### src/sv/metaphone_key_encoder_top_macros.svh
// Assertion macros for the key encoder.
// Each macro expects clk and rst to be visible where it is used.
`ifndef METAPHONE_KEY_ENCODER_TOP_MACROS_SVH
`define METAPHONE_KEY_ENCODER_TOP_MACROS_SVH

// Same-cycle implication, checked outside reset.
`define MKE_ASSERT_IMPLY(label, ante, cons, msg) \
  label: assert property (@(posedge clk) disable iff (rst) (ante) |-> (cons)) \
    else $error(msg);

// Next-cycle implication, checked outside reset.
`define MKE_ASSERT_NEXT(label, ante, cons, msg) \
  label: assert property (@(posedge clk) disable iff (rst) (ante) |=> (cons)) \
    else $error(msg);

`endif

### src/sv/mke_pkg.sv
package mke_pkg;

  // Key sizing
  localparam int KEY_LIMIT       = 6;
  localparam int KEY_DEPTH       = 7;
  localparam int QUEUE_DEPTH_DEF = 4;

  // Input beat
  typedef struct packed {
    logic [7:0] char_byte;
    logic       end_of_word;
  } byte_t;

  // Result beat
  typedef struct packed {
    logic [7:0] key_char_0;
    logic [7:0] key_char_1;
    logic [7:0] key_char_2;
    logic [7:0] key_char_3;
    logic [7:0] key_char_4;
    logic [7:0] key_char_5;
    logic [7:0] key_char_6;
    logic [2:0] key_length;
  } key_t;

  // Classified item between front and back; code 0 means no letter
  typedef struct packed {
    logic [4:0] code;
    logic       eow;
  } item_t;

  // Back-end status
  typedef struct packed {
    logic       flushing;
    logic       final_step;
    logic [2:0] key_count;
  } bk_stat_t;

  // Letter codes: 0 is null, 1..26 are A..Z
  localparam logic [4:0] LC_NULL = 5'd0;
  localparam logic [4:0] LC_A = 5'd1;
  localparam logic [4:0] LC_B = 5'd2;
  localparam logic [4:0] LC_C = 5'd3;
  localparam logic [4:0] LC_D = 5'd4;
  localparam logic [4:0] LC_E = 5'd5;
  localparam logic [4:0] LC_G = 5'd7;
  localparam logic [4:0] LC_H = 5'd8;
  localparam logic [4:0] LC_I = 5'd9;
  localparam logic [4:0] LC_K = 5'd11;
  localparam logic [4:0] LC_M = 5'd13;
  localparam logic [4:0] LC_N = 5'd14;
  localparam logic [4:0] LC_O = 5'd15;
  localparam logic [4:0] LC_P = 5'd16;
  localparam logic [4:0] LC_Q = 5'd17;
  localparam logic [4:0] LC_R = 5'd18;
  localparam logic [4:0] LC_S = 5'd19;
  localparam logic [4:0] LC_T = 5'd20;
  localparam logic [4:0] LC_V = 5'd22;
  localparam logic [4:0] LC_W = 5'd23;
  localparam logic [4:0] LC_X = 5'd24;
  localparam logic [4:0] LC_Y = 5'd25;
  localparam logic [4:0] LC_Z = 5'd26;

  // ASCII values
  localparam logic [7:0] CH_BASE   = 8'h40;  // code + base = letter
  localparam logic [7:0] CH_UPPER_A = 8'h41;
  localparam logic [7:0] CH_UPPER_Z = 8'h5A;
  localparam logic [7:0] CH_LOWER_A = 8'h61;
  localparam logic [7:0] CH_LOWER_Z = 8'h7A;
  localparam logic [7:0] CASE_OFFSET = 8'h20;
  localparam logic [7:0] CH_B    = 8'h42;
  localparam logic [7:0] CH_F    = 8'h46;
  localparam logic [7:0] CH_H    = 8'h48;
  localparam logic [7:0] CH_J    = 8'h4A;
  localparam logic [7:0] CH_K    = 8'h4B;
  localparam logic [7:0] CH_P    = 8'h50;
  localparam logic [7:0] CH_S    = 8'h53;
  localparam logic [7:0] CH_T    = 8'h54;
  localparam logic [7:0] CH_X    = 8'h58;
  localparam logic [7:0] CH_ZERO = 8'h30;

  // Letter class bits
  localparam logic [4:0] CLS_VOWEL  = 5'b00001;
  localparam logic [4:0] CLS_SAME   = 5'b00010;
  localparam logic [4:0] CLS_VARSON = 5'b00100;
  localparam logic [4:0] CLS_FRONTV = 5'b01000;
  localparam logic [4:0] CLS_NOGHF  = 5'b10000;

  // Five-class letter table
  function automatic logic [4:0] letter_class(input logic [4:0] code);
    logic [4:0] cls;
    case (code)
      5'd1:    cls = 5'd1;
      5'd2:    cls = 5'd16;
      5'd3:    cls = 5'd4;
      5'd4:    cls = 5'd16;
      5'd5:    cls = 5'd9;
      5'd6:    cls = 5'd2;
      5'd7:    cls = 5'd4;
      5'd8:    cls = 5'd16;
      5'd9:    cls = 5'd9;
      5'd10:   cls = 5'd2;
      5'd12:   cls = 5'd2;
      5'd13:   cls = 5'd2;
      5'd14:   cls = 5'd2;
      5'd15:   cls = 5'd1;
      5'd16:   cls = 5'd4;
      5'd18:   cls = 5'd2;
      5'd19:   cls = 5'd4;
      5'd20:   cls = 5'd4;
      5'd21:   cls = 5'd1;
      5'd25:   cls = 5'd8;
      default: cls = 5'd0;
    endcase
    return cls;
  endfunction

endpackage

### src/sv/mke_front.sv
module mke_front (
  input  logic          clk,
  input  logic          rst,
  input  logic          byte_valid,
  output logic          byte_stall,
  input  mke_pkg::byte_t byte_data,
  output logic          f_valid,
  input  logic          f_stall,
  output mke_pkg::item_t f_item
);
  import mke_pkg::*;

  logic [7:0] upper;
  logic       is_letter;
  logic       keep;
  logic       accept;

  // Case fold and letter detect
  always_comb begin
    upper = byte_data.char_byte;
    if (byte_data.char_byte >= CH_LOWER_A && byte_data.char_byte <= CH_LOWER_Z) begin
      upper = byte_data.char_byte - CASE_OFFSET;
    end
    is_letter = (upper >= CH_UPPER_A) && (upper <= CH_UPPER_Z);
    keep      = is_letter || byte_data.end_of_word;
  end

  assign byte_stall = f_valid && f_stall;
  assign accept     = byte_valid && !byte_stall;

  // Classified beat register; bytes that are neither letters nor word ends are dropped
  always_ff @(posedge clk) begin
    if (rst) begin
      f_valid <= 1'b0;
    end else if (accept) begin
      f_valid <= keep;
    end else if (!f_stall) begin
      f_valid <= 1'b0;
    end
  end

  always_ff @(posedge clk) begin
    if (accept) begin
      f_item.code <= is_letter ? 5'(upper - CH_BASE) : LC_NULL;
      f_item.eow  <= byte_data.end_of_word;
    end
  end

endmodule

### src/sv/mke_queue.sv
module mke_queue #(
  parameter int DEPTH = mke_pkg::QUEUE_DEPTH_DEF
) (
  input  logic          clk,
  input  logic          rst,
  input  logic          in_valid,
  output logic          in_stall,
  input  mke_pkg::item_t in_item,
  output logic          out_valid,
  input  logic          out_stall,
  output mke_pkg::item_t out_item
);
  import mke_pkg::*;

  localparam int AW = (DEPTH > 1) ? $clog2(DEPTH) : 1;
  localparam int CW = $clog2(DEPTH + 1);

  item_t         mem [DEPTH];
  logic [AW-1:0] wr_ptr;
  logic [AW-1:0] rd_ptr;
  logic [CW-1:0] count;
  logic          push;
  logic          pop;

  assign in_stall  = (count == CW'(DEPTH));
  assign out_valid = (count != '0);
  assign out_item  = mem[rd_ptr];
  assign push      = in_valid && !in_stall;
  assign pop       = out_valid && !out_stall;

  // Storage
  always_ff @(posedge clk) begin
    if (push) begin
      mem[wr_ptr] <= in_item;
    end
  end

  // Pointers and fill count
  always_ff @(posedge clk) begin
    if (rst) begin
      wr_ptr <= '0;
      rd_ptr <= '0;
      count  <= '0;
    end else begin
      if (push) begin
        wr_ptr <= (wr_ptr == AW'(DEPTH - 1)) ? '0 : wr_ptr + 1'b1;
      end
      if (pop) begin
        rd_ptr <= (rd_ptr == AW'(DEPTH - 1)) ? '0 : rd_ptr + 1'b1;
      end
      if (push && !pop) begin
        count <= count + 1'b1;
      end else if (pop && !push) begin
        count <= count - 1'b1;
      end
    end
  end

endmodule

### src/sv/mke_back.sv
module mke_back (
  input  logic             clk,
  input  logic             rst,
  input  logic             q_valid,
  output logic             q_stall,
  input  mke_pkg::item_t    q_item,
  output logic             key_valid,
  input  logic             key_stall,
  output mke_pkg::key_t     key_data,
  output mke_pkg::bk_stat_t stat
);
  import mke_pkg::*;

  logic [4:0] win [8];
  logic [4:0] sh  [8];
  logic [7:0] key_store [KEY_DEPTH];
  logic [7:0] ks_next   [KEY_DEPTH];
  logic [2:0] key_count;
  logic [2:0] kc_next;
  logic [2:0] seen;
  logic [1:0] flush_cnt;

  logic       busy;
  logic       last;
  logic       out_free;
  logic       flush_go;
  logic       load;
  logic       adv;
  logic       pop;
  logic [4:0] adv_code;

  logic [4:0] c, p1, n1, n2, n3;
  logic [7:0] ascii;
  logic [1:0] n_put;
  logic [7:0] ch0, ch1;
  logic [2:0] idx1;

  function automatic logic vowel(input logic [4:0] x);
    return |(letter_class(x) & CLS_VOWEL);
  endfunction

  function automatic logic same(input logic [4:0] x);
    return |(letter_class(x) & CLS_SAME);
  endfunction

  function automatic logic varson(input logic [4:0] x);
    return |(letter_class(x) & CLS_VARSON);
  endfunction

  function automatic logic frontv(input logic [4:0] x);
    return |(letter_class(x) & CLS_FRONTV);
  endfunction

  function automatic logic noghf(input logic [4:0] x);
    return |(letter_class(x) & CLS_NOGHF);
  endfunction

  // Step control: a word end costs three extra steps for the pending letters
  assign busy     = (flush_cnt != 2'd0);
  assign last     = (flush_cnt == 2'd1);
  assign out_free = !key_valid || !key_stall;
  assign flush_go = !last || out_free;
  assign load     = busy && last && flush_go;
  assign pop      = !busy && q_valid;
  assign q_stall  = busy;
  assign adv      = busy ? flush_go : (q_valid && (q_item.code != LC_NULL));
  assign adv_code = busy ? LC_NULL : q_item.code;

  // Window shift plus start rules on the first letter of the word
  always_comb begin
    for (int i = 0; i < 7; i++) begin
      sh[i] = win[i+1];
    end
    sh[7] = adv_code;
    if (seen == 3'd3) begin
      case (sh[4])
        LC_P, LC_K, LC_G: begin
          if (sh[5] == LC_N) sh[4] = LC_NULL;
        end
        LC_A: begin
          if (sh[5] == LC_E) sh[4] = LC_NULL;
        end
        LC_W: begin
          if (sh[5] == LC_R) begin
            sh[4] = LC_NULL;
          end else if (sh[5] == LC_H) begin
            sh[5] = sh[4];
            sh[4] = LC_NULL;
          end
        end
        LC_X: begin
          sh[4] = LC_S;
        end
        default: ;
      endcase
    end
  end

  // Letter coding for the current position
  always_comb begin
    c     = sh[4];
    p1    = sh[3];
    n1    = sh[5];
    n2    = sh[6];
    n3    = sh[7];
    ascii = CH_BASE + {3'b000, c};
    n_put = 2'd0;
    ch0   = '0;
    ch1   = '0;
    if (c != LC_NULL && key_count < 3'(KEY_LIMIT) && !(p1 == c && c != LC_C)) begin
      if (same(c) || (p1 == LC_NULL && vowel(c))) begin
        n_put = 2'd1;
        ch0   = ascii;
      end else begin
        case (c)
          LC_B: begin
            if (n1 != LC_NULL || p1 != LC_M) begin
              n_put = 2'd1;
              ch0   = CH_B;
            end
          end
          LC_C: begin
            if (p1 != LC_S || !frontv(n1)) begin
              n_put = 2'd1;
              if (n1 == LC_I && n2 == LC_A) begin
                ch0 = CH_X;
              end else if (frontv(n1)) begin
                ch0 = CH_S;
              end else if (n1 == LC_H) begin
                ch0 = ((p1 == LC_NULL && !vowel(n2)) || p1 == LC_S) ? CH_K : CH_X;
              end else begin
                ch0 = CH_K;
              end
            end
          end
          LC_D: begin
            n_put = 2'd1;
            ch0   = (n1 == LC_G && frontv(n2)) ? CH_J : CH_T;
          end
          LC_G: begin
            if ((n1 != LC_G || vowel(n2)) &&
                (n1 != LC_N || (n2 != LC_NULL && (n2 != LC_E || n3 != LC_D))) &&
                (p1 != LC_D || !frontv(n1))) begin
              n_put = 2'd1;
              ch0   = (frontv(n1) && n2 != LC_G) ? CH_J : CH_K;
            end else if (n1 == LC_H && !noghf(sh[1]) && sh[0] != LC_H) begin
              n_put = 2'd1;
              ch0   = CH_F;
            end
          end
          LC_H: begin
            if (!varson(p1) && (!vowel(p1) || vowel(n1))) begin
              n_put = 2'd1;
              ch0   = CH_H;
            end
          end
          LC_K: begin
            if (p1 != LC_C) begin
              n_put = 2'd1;
              ch0   = CH_K;
            end
          end
          LC_P: begin
            n_put = 2'd1;
            ch0   = (n1 == LC_H) ? CH_F : CH_P;
          end
          LC_Q: begin
            n_put = 2'd1;
            ch0   = CH_K;
          end
          LC_S: begin
            n_put = 2'd1;
            ch0   = (n1 == LC_H || (n1 == LC_I && (n2 == LC_O || n2 == LC_A))) ? CH_X : CH_S;
          end
          LC_T: begin
            if (n1 == LC_I && (n2 == LC_O || n2 == LC_A)) begin
              n_put = 2'd1;
              ch0   = CH_X;
            end else if (n1 == LC_H) begin
              n_put = 2'd1;
              ch0   = CH_ZERO;
            end else if (n1 != LC_C || n2 != LC_H) begin
              n_put = 2'd1;
              ch0   = CH_T;
            end
          end
          LC_V: begin
            n_put = 2'd1;
            ch0   = CH_F;
          end
          LC_W, LC_Y: begin
            if (vowel(n1)) begin
              n_put = 2'd1;
              ch0   = ascii;
            end
          end
          LC_X: begin
            if (p1 == LC_NULL) begin
              n_put = 2'd1;
              ch0   = CH_S;
            end else begin
              n_put = 2'd2;
              ch0   = CH_K;
              ch1   = CH_S;
            end
          end
          LC_Z: begin
            n_put = 2'd1;
            ch0   = CH_S;
          end
          default: ;
        endcase
      end
    end
  end

  // Key append
  assign idx1    = key_count + 3'd1;
  assign kc_next = key_count + {1'b0, n_put};

  always_comb begin
    ks_next = key_store;
    if (n_put != 2'd0) ks_next[key_count] = ch0;
    if (n_put == 2'd2) ks_next[idx1] = ch1;
  end

  // Word state
  always_ff @(posedge clk) begin
    if (rst || load) begin
      win       <= '{default: '0};
      key_store <= '{default: '0};
      key_count <= '0;
      seen      <= '0;
      flush_cnt <= '0;
    end else begin
      if (adv) begin
        win       <= sh;
        key_store <= ks_next;
        key_count <= kc_next;
        if (seen < 3'd4) seen <= seen + 3'd1;
      end
      if (busy && flush_go) begin
        flush_cnt <= flush_cnt - 2'd1;
      end else if (pop && q_item.eow) begin
        flush_cnt <= 2'd3;
      end
    end
  end

  // Output register
  always_ff @(posedge clk) begin
    if (rst) begin
      key_valid <= 1'b0;
    end else begin
      key_valid <= load || (key_valid && key_stall);
    end
  end

  always_ff @(posedge clk) begin
    if (load) begin
      key_data.key_char_0 <= ks_next[0];
      key_data.key_char_1 <= ks_next[1];
      key_data.key_char_2 <= ks_next[2];
      key_data.key_char_3 <= ks_next[3];
      key_data.key_char_4 <= ks_next[4];
      key_data.key_char_5 <= ks_next[5];
      key_data.key_char_6 <= ks_next[6];
      key_data.key_length <= kc_next;
    end
  end

  assign stat.flushing   = busy;
  assign stat.final_step = load;
  assign stat.key_count  = key_count;

endmodule

### src/sv/metaphone_key_encoder_top.sv
// Phonetic key encoder. Bytes of a word enter on the byte channel
// (byte_valid / byte_stall / byte_data), one beat per byte; the beat with
// end_of_word set closes the word. Non-letters are dropped, case is folded.
// One key beat per word leaves on the key channel (key_valid / key_stall /
// key_data): seven ASCII characters, zero past key_length.
// Throughput: the front end takes one byte per cycle when byte_stall is
// low. The back end takes one queue entry per step, letter or word end,
// and spends three more steps per word end to move the pending letters
// through the window. The queue of QUEUE_DEPTH entries rides out one word
// end, but a steady stream of words fills it and byte_stall holds the rest.
// With the queue and back end idle, the end-of-word beat passes the front
// register, the queue write, one back step and three flush steps; the last
// flush step loads the output register that holds the key beat.
// Reset (rst, synchronous) empties the front register, the queue and the
// output register and clears the window and key.
// When key_stall is held the finished key waits in its output register; the
// back end keeps working on the next word until it needs that register, the
// queue then fills and byte_stall rises.
module metaphone_key_encoder_top #(
  parameter int QUEUE_DEPTH = mke_pkg::QUEUE_DEPTH_DEF
) (
  input  logic          clk,
  input  logic          rst,
  input  logic          byte_valid,
  output logic          byte_stall,
  input  mke_pkg::byte_t byte_data,
  output logic          key_valid,
  input  logic          key_stall,
  output mke_pkg::key_t  key_data
);
  import mke_pkg::*;

  `include "metaphone_key_encoder_top_macros.svh"

  logic     f_valid;
  logic     f_stall;
  item_t    f_item;
  logic     q_valid;
  logic     q_stall;
  item_t    q_item;
  bk_stat_t bk_stat;

  mke_front u_front (
    .clk        (clk),
    .rst        (rst),
    .byte_valid (byte_valid),
    .byte_stall (byte_stall),
    .byte_data  (byte_data),
    .f_valid    (f_valid),
    .f_stall    (f_stall),
    .f_item     (f_item)
  );

  mke_queue #(
    .DEPTH (QUEUE_DEPTH)
  ) u_queue (
    .clk       (clk),
    .rst       (rst),
    .in_valid  (f_valid),
    .in_stall  (f_stall),
    .in_item   (f_item),
    .out_valid (q_valid),
    .out_stall (q_stall),
    .out_item  (q_item)
  );

  mke_back u_back (
    .clk       (clk),
    .rst       (rst),
    .q_valid   (q_valid),
    .q_stall   (q_stall),
    .q_item    (q_item),
    .key_valid (key_valid),
    .key_stall (key_stall),
    .key_data  (key_data),
    .stat      (bk_stat)
  );

  // A new key beat only appears after the last flush step
  `MKE_ASSERT_IMPLY(a_key_after_flush, $rose(key_valid), $past(bk_stat.final_step), "key beat without flush")
  // The back end takes no queue entry while flushing a word
  `MKE_ASSERT_IMPLY(a_no_pop_in_flush, bk_stat.flushing, q_stall, "queue popped during flush")
  // The final step clears the key for the next word
  `MKE_ASSERT_NEXT(a_key_cleared, bk_stat.final_step, bk_stat.key_count == 3'd0, "key not cleared")

endmodule

### config.mk
export PLATFORM = sky130hd
export DESIGN_NAME = metaphone_key_encoder_top
export DESIGN_NICKNAME = d
export VERILOG_FILES = /design/src/sv/mke_pkg.sv /design/src/sv/mke_front.sv /design/src/sv/mke_queue.sv /design/src/sv/mke_back.sv /design/src/sv/metaphone_key_encoder_top.sv
export VERILOG_INCLUDE_DIRS = /design/src /design/src/sv
export SDC_FILE = /design/constraint.sdc
export NUM_CORES = 1
export LEC_CHECK = 0
export BUFFER_PORTS_ARGS = -buffer_cell sky130_fd_sc_hd__buf_2
export CAP_MARGIN = 5
export CORE_ASPECT_RATIO = 1.4
export CORE_MARGIN = 4
export CORE_UTILIZATION = 60
export CTS_CLUSTER_DIAMETER = 80
export CTS_CLUSTER_SIZE = 14
export DETAILED_ROUTE_END_ITERATION = 10
export PLACE_DENSITY = 0.8
export SETUP_SLACK_MARGIN = 0.15
export SYNTH_ARGS = -nofsm -noshare
export SYNTH_HDL_FRONTEND = slang
export SYNTH_HIERARCHICAL = 1
export SYNTH_SLANG_ARGS = --single-unit
### constraint.sdc
create_clock -name clk -period 5.8 [get_ports clk]
set_clock_uncertainty 0.2 [all_clocks]
set_input_delay 0.29 -clock clk [delete_from_list [all_inputs] [get_ports clk]]
set_output_delay 0.29 -clock clk [all_outputs]
set_load 0.01 [all_outputs]
======== Yosys cells after proc, flatten, opt, wreduce, memory -nomap -nowiden ========
Memory sizes are Yosys's and may differ from the RTL's. A register that Yosys moved wholly into a read port is not among the register bits.
Cells that the tools add are included.
cells by class
  add/subtract/negate cells ............... 11
  order comparisons ....................... 10
  equality and inequality tests ........... 52
  multiplexer cells ....................... 129
  bitwise logic cells ..................... 2
  reduce and logical (&&, ||, !) cells .... 77
operators with widths
  operator                                                            count
  two-way mux 5 bit                                                   26
  two-way mux 8 bit                                                   16
  bitwise mux 56 bit                                                  2
  two-way mux 56 bit                                                  2
  one-hot mux 8 bit (14 select lines)                                 1
  two-way mux 4 bit                                                   19
  == test 5 bit (second input constant)                               14
  demux 8 bit (select 3 bit)                                          2
  two-way mux 7 bit                                                   6
  == test 5 x 4 -> 1 bit (second input constant)                      8
  two-way mux 1 bit                                                   33
  logical AND 1 bit                                                   31
  two-way mux 2 bit                                                   13
  == test 5 x 3 -> 1 bit (second input constant)                      5
  inequality test 5 x 3 -> 1 bit (second input constant)              5
  two-way mux 10 bit                                                  2
  inequality test 5 x 4 -> 1 bit (second input constant)              4
  one-hot mux 5 bit (4 select lines)                                  1
  nonzero test 5 bit                                                  4
  one-hot mux 2 bit (9 select lines)                                  1
  logical OR 1 bit                                                    17
  greater-or-equal comparator 8 x 7 -> 1 bit (second input constant)  2
  less-or-equal comparator 8 x 7 -> 1 bit (second input constant)     2
  logical NOT 1 bit                                                   15
  30 further kinds                                                    50
word-level totals
  register bits after elaboration ......... 173
  bits in writable memories ............... 24
  ROM bits ................................ 2,240
  input bits .............................. 13
  output and inout bits ................... 61
  word-level logic and storage cells ...... 328
  memories kept ........................... 15
memories
  name              words  bits a word  rd ports  clocked after memory_dff  wr ports  line           text
  (name not given)  32     5            1         0                         0         mke_pkg.sv:92  case (code)
  (name not given)  32     5            1         0                         0         mke_pkg.sv:92
  (name not given)  32     5            1         0                         0         mke_pkg.sv:92
  (name not given)  32     5            1         0                         0         mke_pkg.sv:92
  (name not given)  32     5            1         1                         0         mke_pkg.sv:92
  (name not given)  32     5            1         1                         0         mke_pkg.sv:92
  +9 memories       -      -            -         -                         -         -

======== Logic depth before layout (Yosys ltp) ========
Gate-level depths: netlist of run 1.
  depth in word-level cells ............... 41
  gate-level depth with buffers ........... 17
  depth with buffers taken out ............ 14

======== Hierarchy ========
The synthesis of run 1 kept the hierarchy.
modules (own cells, without submodules)
  module     instances  cells each  area an instance (sq um)  sequential area each (sq um)
  mke_back   1          840         7,843.8                   3,553.4
  mke_queue  1          81          1,353.8                   900.9
  mke_front  1          28          327.8                     200.2

======== Least setup slack after synthesis of run 1 ========
No wires, ideal clock.
  path kind ............................... register to register
  start point ............................. register u_back.flush_cnt[1]
  end point ............................... register (tool-made name)
  library setup time ...................... 0.070 ns
  arrival time ............................ 5.079 ns
  data required time ...................... 5.530 ns
  path slack .............................. 0.451 ns
  stages on the path, launching flop included .. 12
  path buffers ............................ 2
  clock period less this slack ............ 5.349 ns
  cell sequence ........................... dfxtp_1 nand2b_1 a21oi_1 or2_2 clkbuf_1 clkbuf_1 a211oi_1 inv_1 ha_1 o21ai_0 nand2_1 a21oi_1
RTL lines
  what                    line             text
  start, declared         mke_back.sv:21   logic [1:0] flush_cnt;
  start signal, assigned  mke_back.sv:243  flush_cnt <= flush_cnt - 2'd1;

======== Worst setup path after layout of run 1 ========
  start point ............................. register u_back/win[13] (netlist bit)
  end point ............................... register u_back/key_store[10] (netlist bit)
on the way
  cells in the longest elaborated chain, start to end .. 20
  elaborated cells on any way between the ends .. 128
  classes of those cells .................. add/sub: 1; eq/ne: 30; mux: 61; reduce/logical: 29; memory: 7
ends and longest elaborated chain
  what                                 line             text
  start, declared                      mke_back.sv:14   logic [4:0] win [8];
  start signal, assigned               mke_back.sv:237  win <= sh;
  two-way mux 10 bit                   mke_back.sv:86   end else if (sh[5] == LC_H) begin
  two-way mux 5 bit                    mke_back.sv:84   if (sh[5] == LC_R) begin
  two-way mux 5 bit                    mke_back.sv:76   case (sh[4])
  two-way mux 10 bit (*)               mke_back.sv:75   if (seen == 3'd3) begin
  memory read (32 x 5 bit)             -
  two-way mux 4 bit                    mke_back.sv:125  if (n1 == LC_I && n2 == LC_A) begin
  two-way mux 4 bit                    mke_back.sv:123  if (p1 != LC_S || !frontv(n1)) begin
  two-way mux 4 bit                    mke_back.sv:115  case (c)
  [4 not listed]                       -
  two-way mux 8 bit                    mke_back.sv:123
  one-hot mux 8 bit (14 select lines)  mke_back.sv:115
  two-way mux 8 bit                    mke_back.sv:111  if (same(c) || (p1 == LC_NULL && vowel(c))) begin
  two-way mux 8 bit                    mke_back.sv:110  if (c != LC_NULL && key_count < 3'(KEY_LIMIT) && !(p1 == c && c != LC_C)) begin
  bitwise mux 56 bit                   mke_back.sv:223  if (n_put != 2'd0) ks_next[key_count] = ch0;
  two-way mux 56 bit                   mke_back.sv:223
  bitwise mux 56 bit                   mke_back.sv:224  if (n_put == 2'd2) ks_next[idx1] = ch1;
  two-way mux 56 bit (*)               mke_back.sv:224
  end signal, assigned                 mke_back.sv:238  key_store <= ks_next;
  end, declared                        mke_back.sv:16   logic [7:0] key_store [KEY_DEPTH];
Every way passes the cells marked *; elsewhere a longest branch is shown, timed or not. The select of a mux whose other input is x is not followed.
A chain may end at the register's enable or synchronous reset.

==> run_results.csv, run 1 <==
group,metric,value,unit
outcome,status,"finished clean",
sta,clock.fmax,199,MHz
power_and_ir_drop,p_clk_frac,0.260,
critical_path,critPathRequiredTime,5.94,ns
sta,setup_tns,0,ns
drt,wire_per_inst,19.4,um
clocking,cts_setup_buffers,0,
placement,io_buffers,73,
synth,synthCells,947,
synth,yosys_warnings,6,
clocking,cts_resized,0,
power_and_ir_drop,vdd_drop_max,264,uV
power_and_ir_drop,p_per_area,416,mW/mm^2
floorplan,start_util,0.609,
drt,dr_total_vias,7579,
cells_and_area,fin_util,0.682,
sta,finalCriticalPeriod,5.02,ns
clocking,cts_tree,"done",
clocking,cts_buffers,17,
grt,grt_max_degree,61,
power_and_ir_drop,swShare,0.388,
sta,hold_violations,0,
min_path,hold_class,"in2reg",
synth,syn-num-nets,976,
sta,setup_viol,0,
floorplan,die_w,114,um
drt,dr.pass1.iters,6,
sta,rsz0062_at_grt,"no",
grt,grtUsageTotal,0.266,
power_and_ir_drop,power_frac_comb,0.329,
power_and_ir_drop,seq_power_share,0.411,
synth,syn_avg_cell_area,10.0,sq um
drt,drt-initial-drc-count,612,
grt,globalRouteOverflowTotal,0,
sta,hold_ws,0.00929,ns
cells_and_area,antennaDiodeCount,0,
cells_and_area,nNetsFinal,1026,
floorplan,dieArea,0.0180,sq mm
cells_and_area,final_cells,1206,
cells_and_area,nFillCells,1160,
critical_path,cp-end-kind,"flop",
grt,grt_pass1_wl,37.5,mm
sta,tightest_slew,1.05,ns
power_and_ir_drop,p_switching,1.72,mW
sta,period_share,0.866,
power_and_ir_drop,leakage,4.04,nW
critical_path,crit_type,"reg2reg",
drt,drc,0,
power_and_ir_drop,p_int,2.71,mW
clocking,cts.clk_slew.worst_paths,0.08,ns
critical_path,ff2ff_setup_slack,0.78,ns
synth,syn_area,0.00951,sq mm
clocking,root_buffer,"clkbuf_16",
clocking,cts.sinks,188,
sta,slew_viol_final,0,
cells_and_area,final_common_cell,"dfxtp_1",
critical_path,path_max_fanout,22,
floorplan,io_pins,74,
placement,hpwlAfterDp,16.6,mm
drt,ant_nets,0,
drt,routed_wl,23.4,mm
floorplan,rows,54,
job,cap_viol_max_count,0,
floorplan,fp.dieH,157,um
placement,post-place-cells,1167,
cells_and_area,drive_above_1_share,0.182,
clocking,htree_levels,4,
placement,gp_congestion,1.01,
power_and_ir_drop,finalPower,4.43,mW
floorplan,core,0.0156,sq mm
critical_path,worst-endpoint-arrival,5.16,ns
cells_and_area,seqCellArea,0.00465,sq mm
critical_path,worst_setup_path_start_kind,"flop",
cells_and_area,multi_input_area,0.00449,sq mm
clocking,clk_path_buf_depth,2,
clocking,ctsHoldBuffers,7,
cells_and_area,final_cell_mix,"dfxtp_1 (99), nand2_1 (95), nor2_1 (91), edfxtp_1 (89), buf_2 (73)",
drt,avgViaCountPerCell,6.28,
grt,antenna_found_initial,0,
clocking,clock_latency,0.44,ns
sta,slew_headroom,0.301,
grt,grt_pass1_vias,7345,
cells_and_area,area_delta_synth_final,11.9,%
## power by group through the flow
stage	clock, mW	combinational, mW	sequential [mW]
2_1_floorplan	0	1.02	1.84
3_3_place_gp	0	1.42	1.84
3_5_place_dp	0	1.44	1.85
4_1_cts	1.17	1.45	1.82
5_1_grt	1.23	1.59	1.85
6_report	1.15	1.46	1.82
## metal layers
layer	vias up	wire, um	GRT usage
li1	3595	-	-
met1	3619	8890	0.303
met2	290	12300	0.469
met3	75	1110	0.0527
met4	0	1080	0.135
met5	-	0	0
## critical path: stages (launching register included)
cell     delay [ns]
dfxtp_1        0.85
and3b_1        0.27
o31a_1         0.32
o21ai_2        0.31
or3_1          0.53
a21oi_1        0.15
a22oi_1        0.35
nand4_1        0.56
buf_4          0.40
nor3_1         0.55
nor2_1         0.16
a31o_2         0.28
## path summary, 6_finish.rpt
check	start	to	depth (start not counted)
worst max-delay path	u_back/win[13]	u_back/key_store[10]	11
worst min-delay path	rst	u_queue/count[1]	2
worst max register to register	u_back/win[13]	u_back/key_store[10]	11
worst min register to register	u_back/key_store[31]	u_back/key_store[31]	2
## layout make-up
| cell class | instances | area share |
|---|---|---|
| Sequential cell | 188 | 0.437 |
| Multi-Input combinational cell | 671 | 0.422 |
| Timing Repair Buffer | 101 | 0.0557 |
| Clock buffer | 17 | 0.0400 |
| Tap cell | 196 | 0.0230 |
| Clock inverter | 15 | 0.0160 |
| Inverter | 18 | 0.00635 |
## through the flow
step	setup WS (ns)	cell area, sq um
5_1_grt	0.398	10600
4_1_cts	0.863	10600
3_5_place_dp	0.907	9980
2_1_floorplan	0.490	9510
6_report	0.778	10600
3_3_place_gp	1.07	9980
## state kept, by name, indices dropped and copies added, names as in the netlist, named ones only
signal / count
u_back/key_valid: 1
u_back/key_data: 59
u_queue/rd_ptr: 2
u_back/p1: 5
u_front/f_item: 6
u_queue/mem: 24
u_back/win: 10
u_back/n2: 5
u_front/f_valid: 1
u_queue/count: 3
u_back/seen: 3
u_back/key_store: 56
u_queue/wr_ptr: 2
u_back/flush_cnt: 2
u_back/key_count: 3
No activity file was read; power rests on OpenSTA's default activity.
==> inputs of run 2 (changes only) <==
GPL_TIMING_DRIVEN = 0   (was default)
==> run 2 against run 1 <==
Total power up 3.1%. Maximum frequency down 4.2%. Utilization increased by 1.3 points. Combinational power up 12%. First-iteration DRC count is 7.4% higher. Global-route usage increased by 2.3 points. Wire length is 8.7% higher. Critical path type unchanged. Largest cell class unchanged.
==> run_results.csv, run 2 (synthesized netlist as in run 1, its figures left out) <==
group,metric,value,unit
power_and_ir_drop,leakage,4.14,nW
floorplan,die_w,114,um
job,cap_viol_max_count,0,
power_and_ir_drop,vdd_drop_max,376,uV
power_and_ir_drop,finalPower,4.57,mW
critical_path,path_buf_inv,5,
min_path,hold_class,"in2reg",
critical_path,cp_num_cells,15,
floorplan,fp.dieH,157,um
grt,grt_max_degree,35,
cells_and_area,fin_util,0.695,
sta,rsz0062_at_grt,"no",
sta,setup_viol,0,
cells_and_area,nNetsFinal,1078,
drt,dr.pass1.iters,5,
outcome,status,"finished clean",
critical_path,path_max_fanout,10,
sta,hold_violations,0,
cells_and_area,largest_registers,"u_back/key_data (59), u_back/key_store (56), u_queue/mem (24)",
clocking,root_buffer,"clkbuf_16",
drt,avgViaCountPerCell,6.28,
power_and_ir_drop,p_per_area,422,mW/mm^2
cells_and_area,nFillCells,1182,
clocking,clock_latency,0.43,ns
critical_path,crit_type,"reg2reg",
critical_path,cp_slowest_cell,"a211oi_1",
grt,grt_pass1_wl,40.4,mm
cells_and_area,area_delta_synth_final,14.0,%
grt,grt_pass1_vias,7852,
sta,period_share,0.904,
floorplan,core,0.0156,sq mm
clocking,cts_buffers,17,
grt,grtUsageTotal,0.289,
drt,drt-initial-drc-count,657,
grt,globalRouteOverflowTotal,0,
sta,slew_headroom,0.229,
cells_and_area,top_register,"u_back/key_data",
floorplan,start_util,0.609,
cells_and_area,final_cell_mix,"dfxtp_1 (99), nand2_1 (95), nor2_1 (92), edfxtp_1 (89), buf_2 (88)",
drt,drc,0,
critical_path,slowest_delay,0.61,ns
critical_path,r2r_cells,15,
critical_path,path_cells,"buf_2, mux4_2, nor4_1, a21oi_1, a211oi_1, clkbuf_1, clkbuf_1, buf_1, nand2_1, a21oi_1, inv_1, ha_1, o21ai_0, nand2_1, a21oi_1",
drt,routed_wl,25.4,mm
drt,ant_nets,0,
cells_and_area,drive_above_1_share,0.177,
critical_path,ff2ff_setup_slack,0.56,ns
sta,slew_viol_final,0,
floorplan,io_pins,74,
critical_path,crit_family,"buffers and inverters",
placement,io_buffers,73,
clocking,cts_tree,"done",
floorplan,dieArea,0.0180,sq mm
cells_and_area,largest_reg_flops,59,
clocking,cts_setup_buffers,0,
drt,wire_per_inst,20.2,um
placement,dpl_worst_slack,0.724,ns
clocking,cts.clk_slew.worst_paths,0.07,ns
placement,hpwlAfterDp,18.5,mm
grt,antenna_found_initial,0,
cells_and_area,antennaDiodeCount,0,
sta,clock.fmax,191,MHz
clocking,clk_path_buf_depth,2,
placement,gp_congestion,0.990,
critical_path,cp_common_cell,"a21oi_1",
sta,finalCriticalPeriod,5.24,ns
sta,fin_ws,0.558,ns
sta,tightest_slew,1.15,ns
floorplan,rows,54,
critical_path,worst_setup_path_start_kind,"flop",
critical_path,cp-end-kind,"flop",
clocking,htree_levels,4,
cells_and_area,final_common_cell,"dfxtp_1",
clocking,cts.sinks,188,
critical_path,worst-endpoint-arrival,5.41,ns
drt,dr_total_vias,7904,
critical_path,critPathRequiredTime,5.96,ns
-- run 2: changes by cell type in the layout (fill, tap and decap cells not counted), sizes merged --
cell,before,now
clkbuf,17,56
clkinv,6,5
bufinv,0,1
inv,26,25
buf,94,107
dlygate4sd3,7,8
-- run 2: stage by stage --
step | setup TNS [ns] | area (sq um) | hold slack [ns] | std cells
after floorplan | 0 | 9510 | 0.159 | 947
after global placement | -34.31 | 10100 | 0.211 | 1216
after detailed placement | 0 | 10200 | 0.218 | 1217
after CTS | 0 | 10800 | 0.0289 | 1257
after global routing | 0 | 10800 | 0.0450 | 1258
final | 0 | 10800 | 0.0379 | 1258
-- run 2: cell type report --
class	count	area, sq um	area share
buffer	70	345	0.0319
clock buffer	18	429	0.0396
clock inverter	14	174	0.0160
inverter	18	67.6	0.00623
multi-input combinational	671	4450	0.411
sequential	188	4650	0.429
tap	196	245	0.0226
timing repair buffer	83	470	0.0434
-- run 2: how the worst min path moves through the flow --
stage / startpoint / to / slack [ns] / cells after the start
3_3_place_gp: u_back/key_store[39] / u_back/key_store[39] / 0.21 / 2
6_report: key_stall / u_back/key_valid / 0.04 / 3
4_1_cts: key_stall / u_back/key_valid / 0.03 / 3
5_1_grt: key_stall / u_back/key_valid / 0.05 / 3
3_5_place_dp: u_back/key_store[39] / u_back/key_store[39] / 0.22 / 2
2_1_floorplan: rst / u_back/flush_cnt[1] / 0.16 / 1
-- run 2: timing repair --
item                                   in CTS  in global routing
gates resized for setup                     0                  0
endpoints found under the hold margin      10                  0
hold buffers                                8                  0
-- run 2: layer usage --
layer,up-vias,wire (um),global-route usage,part of all wire
li1,3696,-,-,-
met1,3780,9520,0.328,0.37
met2,334,13000,0.508,0.51
met3,94,1510,0.0496,0.060
met4,0,1340,0.164,0.053
met5,-,0,0,0
-- run 2: worst reg2reg max path: cells and delay by family, from the launching register on --
family                     cells  cell delay (ns)
muxes                          1             0.58
and+or+nand+nor                3             0.73
adders and majority gates      1             0.28
DFF                            1             0.31
AOI/OAI and AO/OA              5             1.38
buffers and inverters          5             1.69
-- run 2: power breakdown --
part / switching [mW] / internal [mW] / leakage, nW
Combinational: 1.11 / 0.536 / 2.21
Clock: 0.556 / 0.620 / 0.293
Sequential: 0.118 / 1.63 / 1.64
Total: 1.78 / 2.79 / 4.14
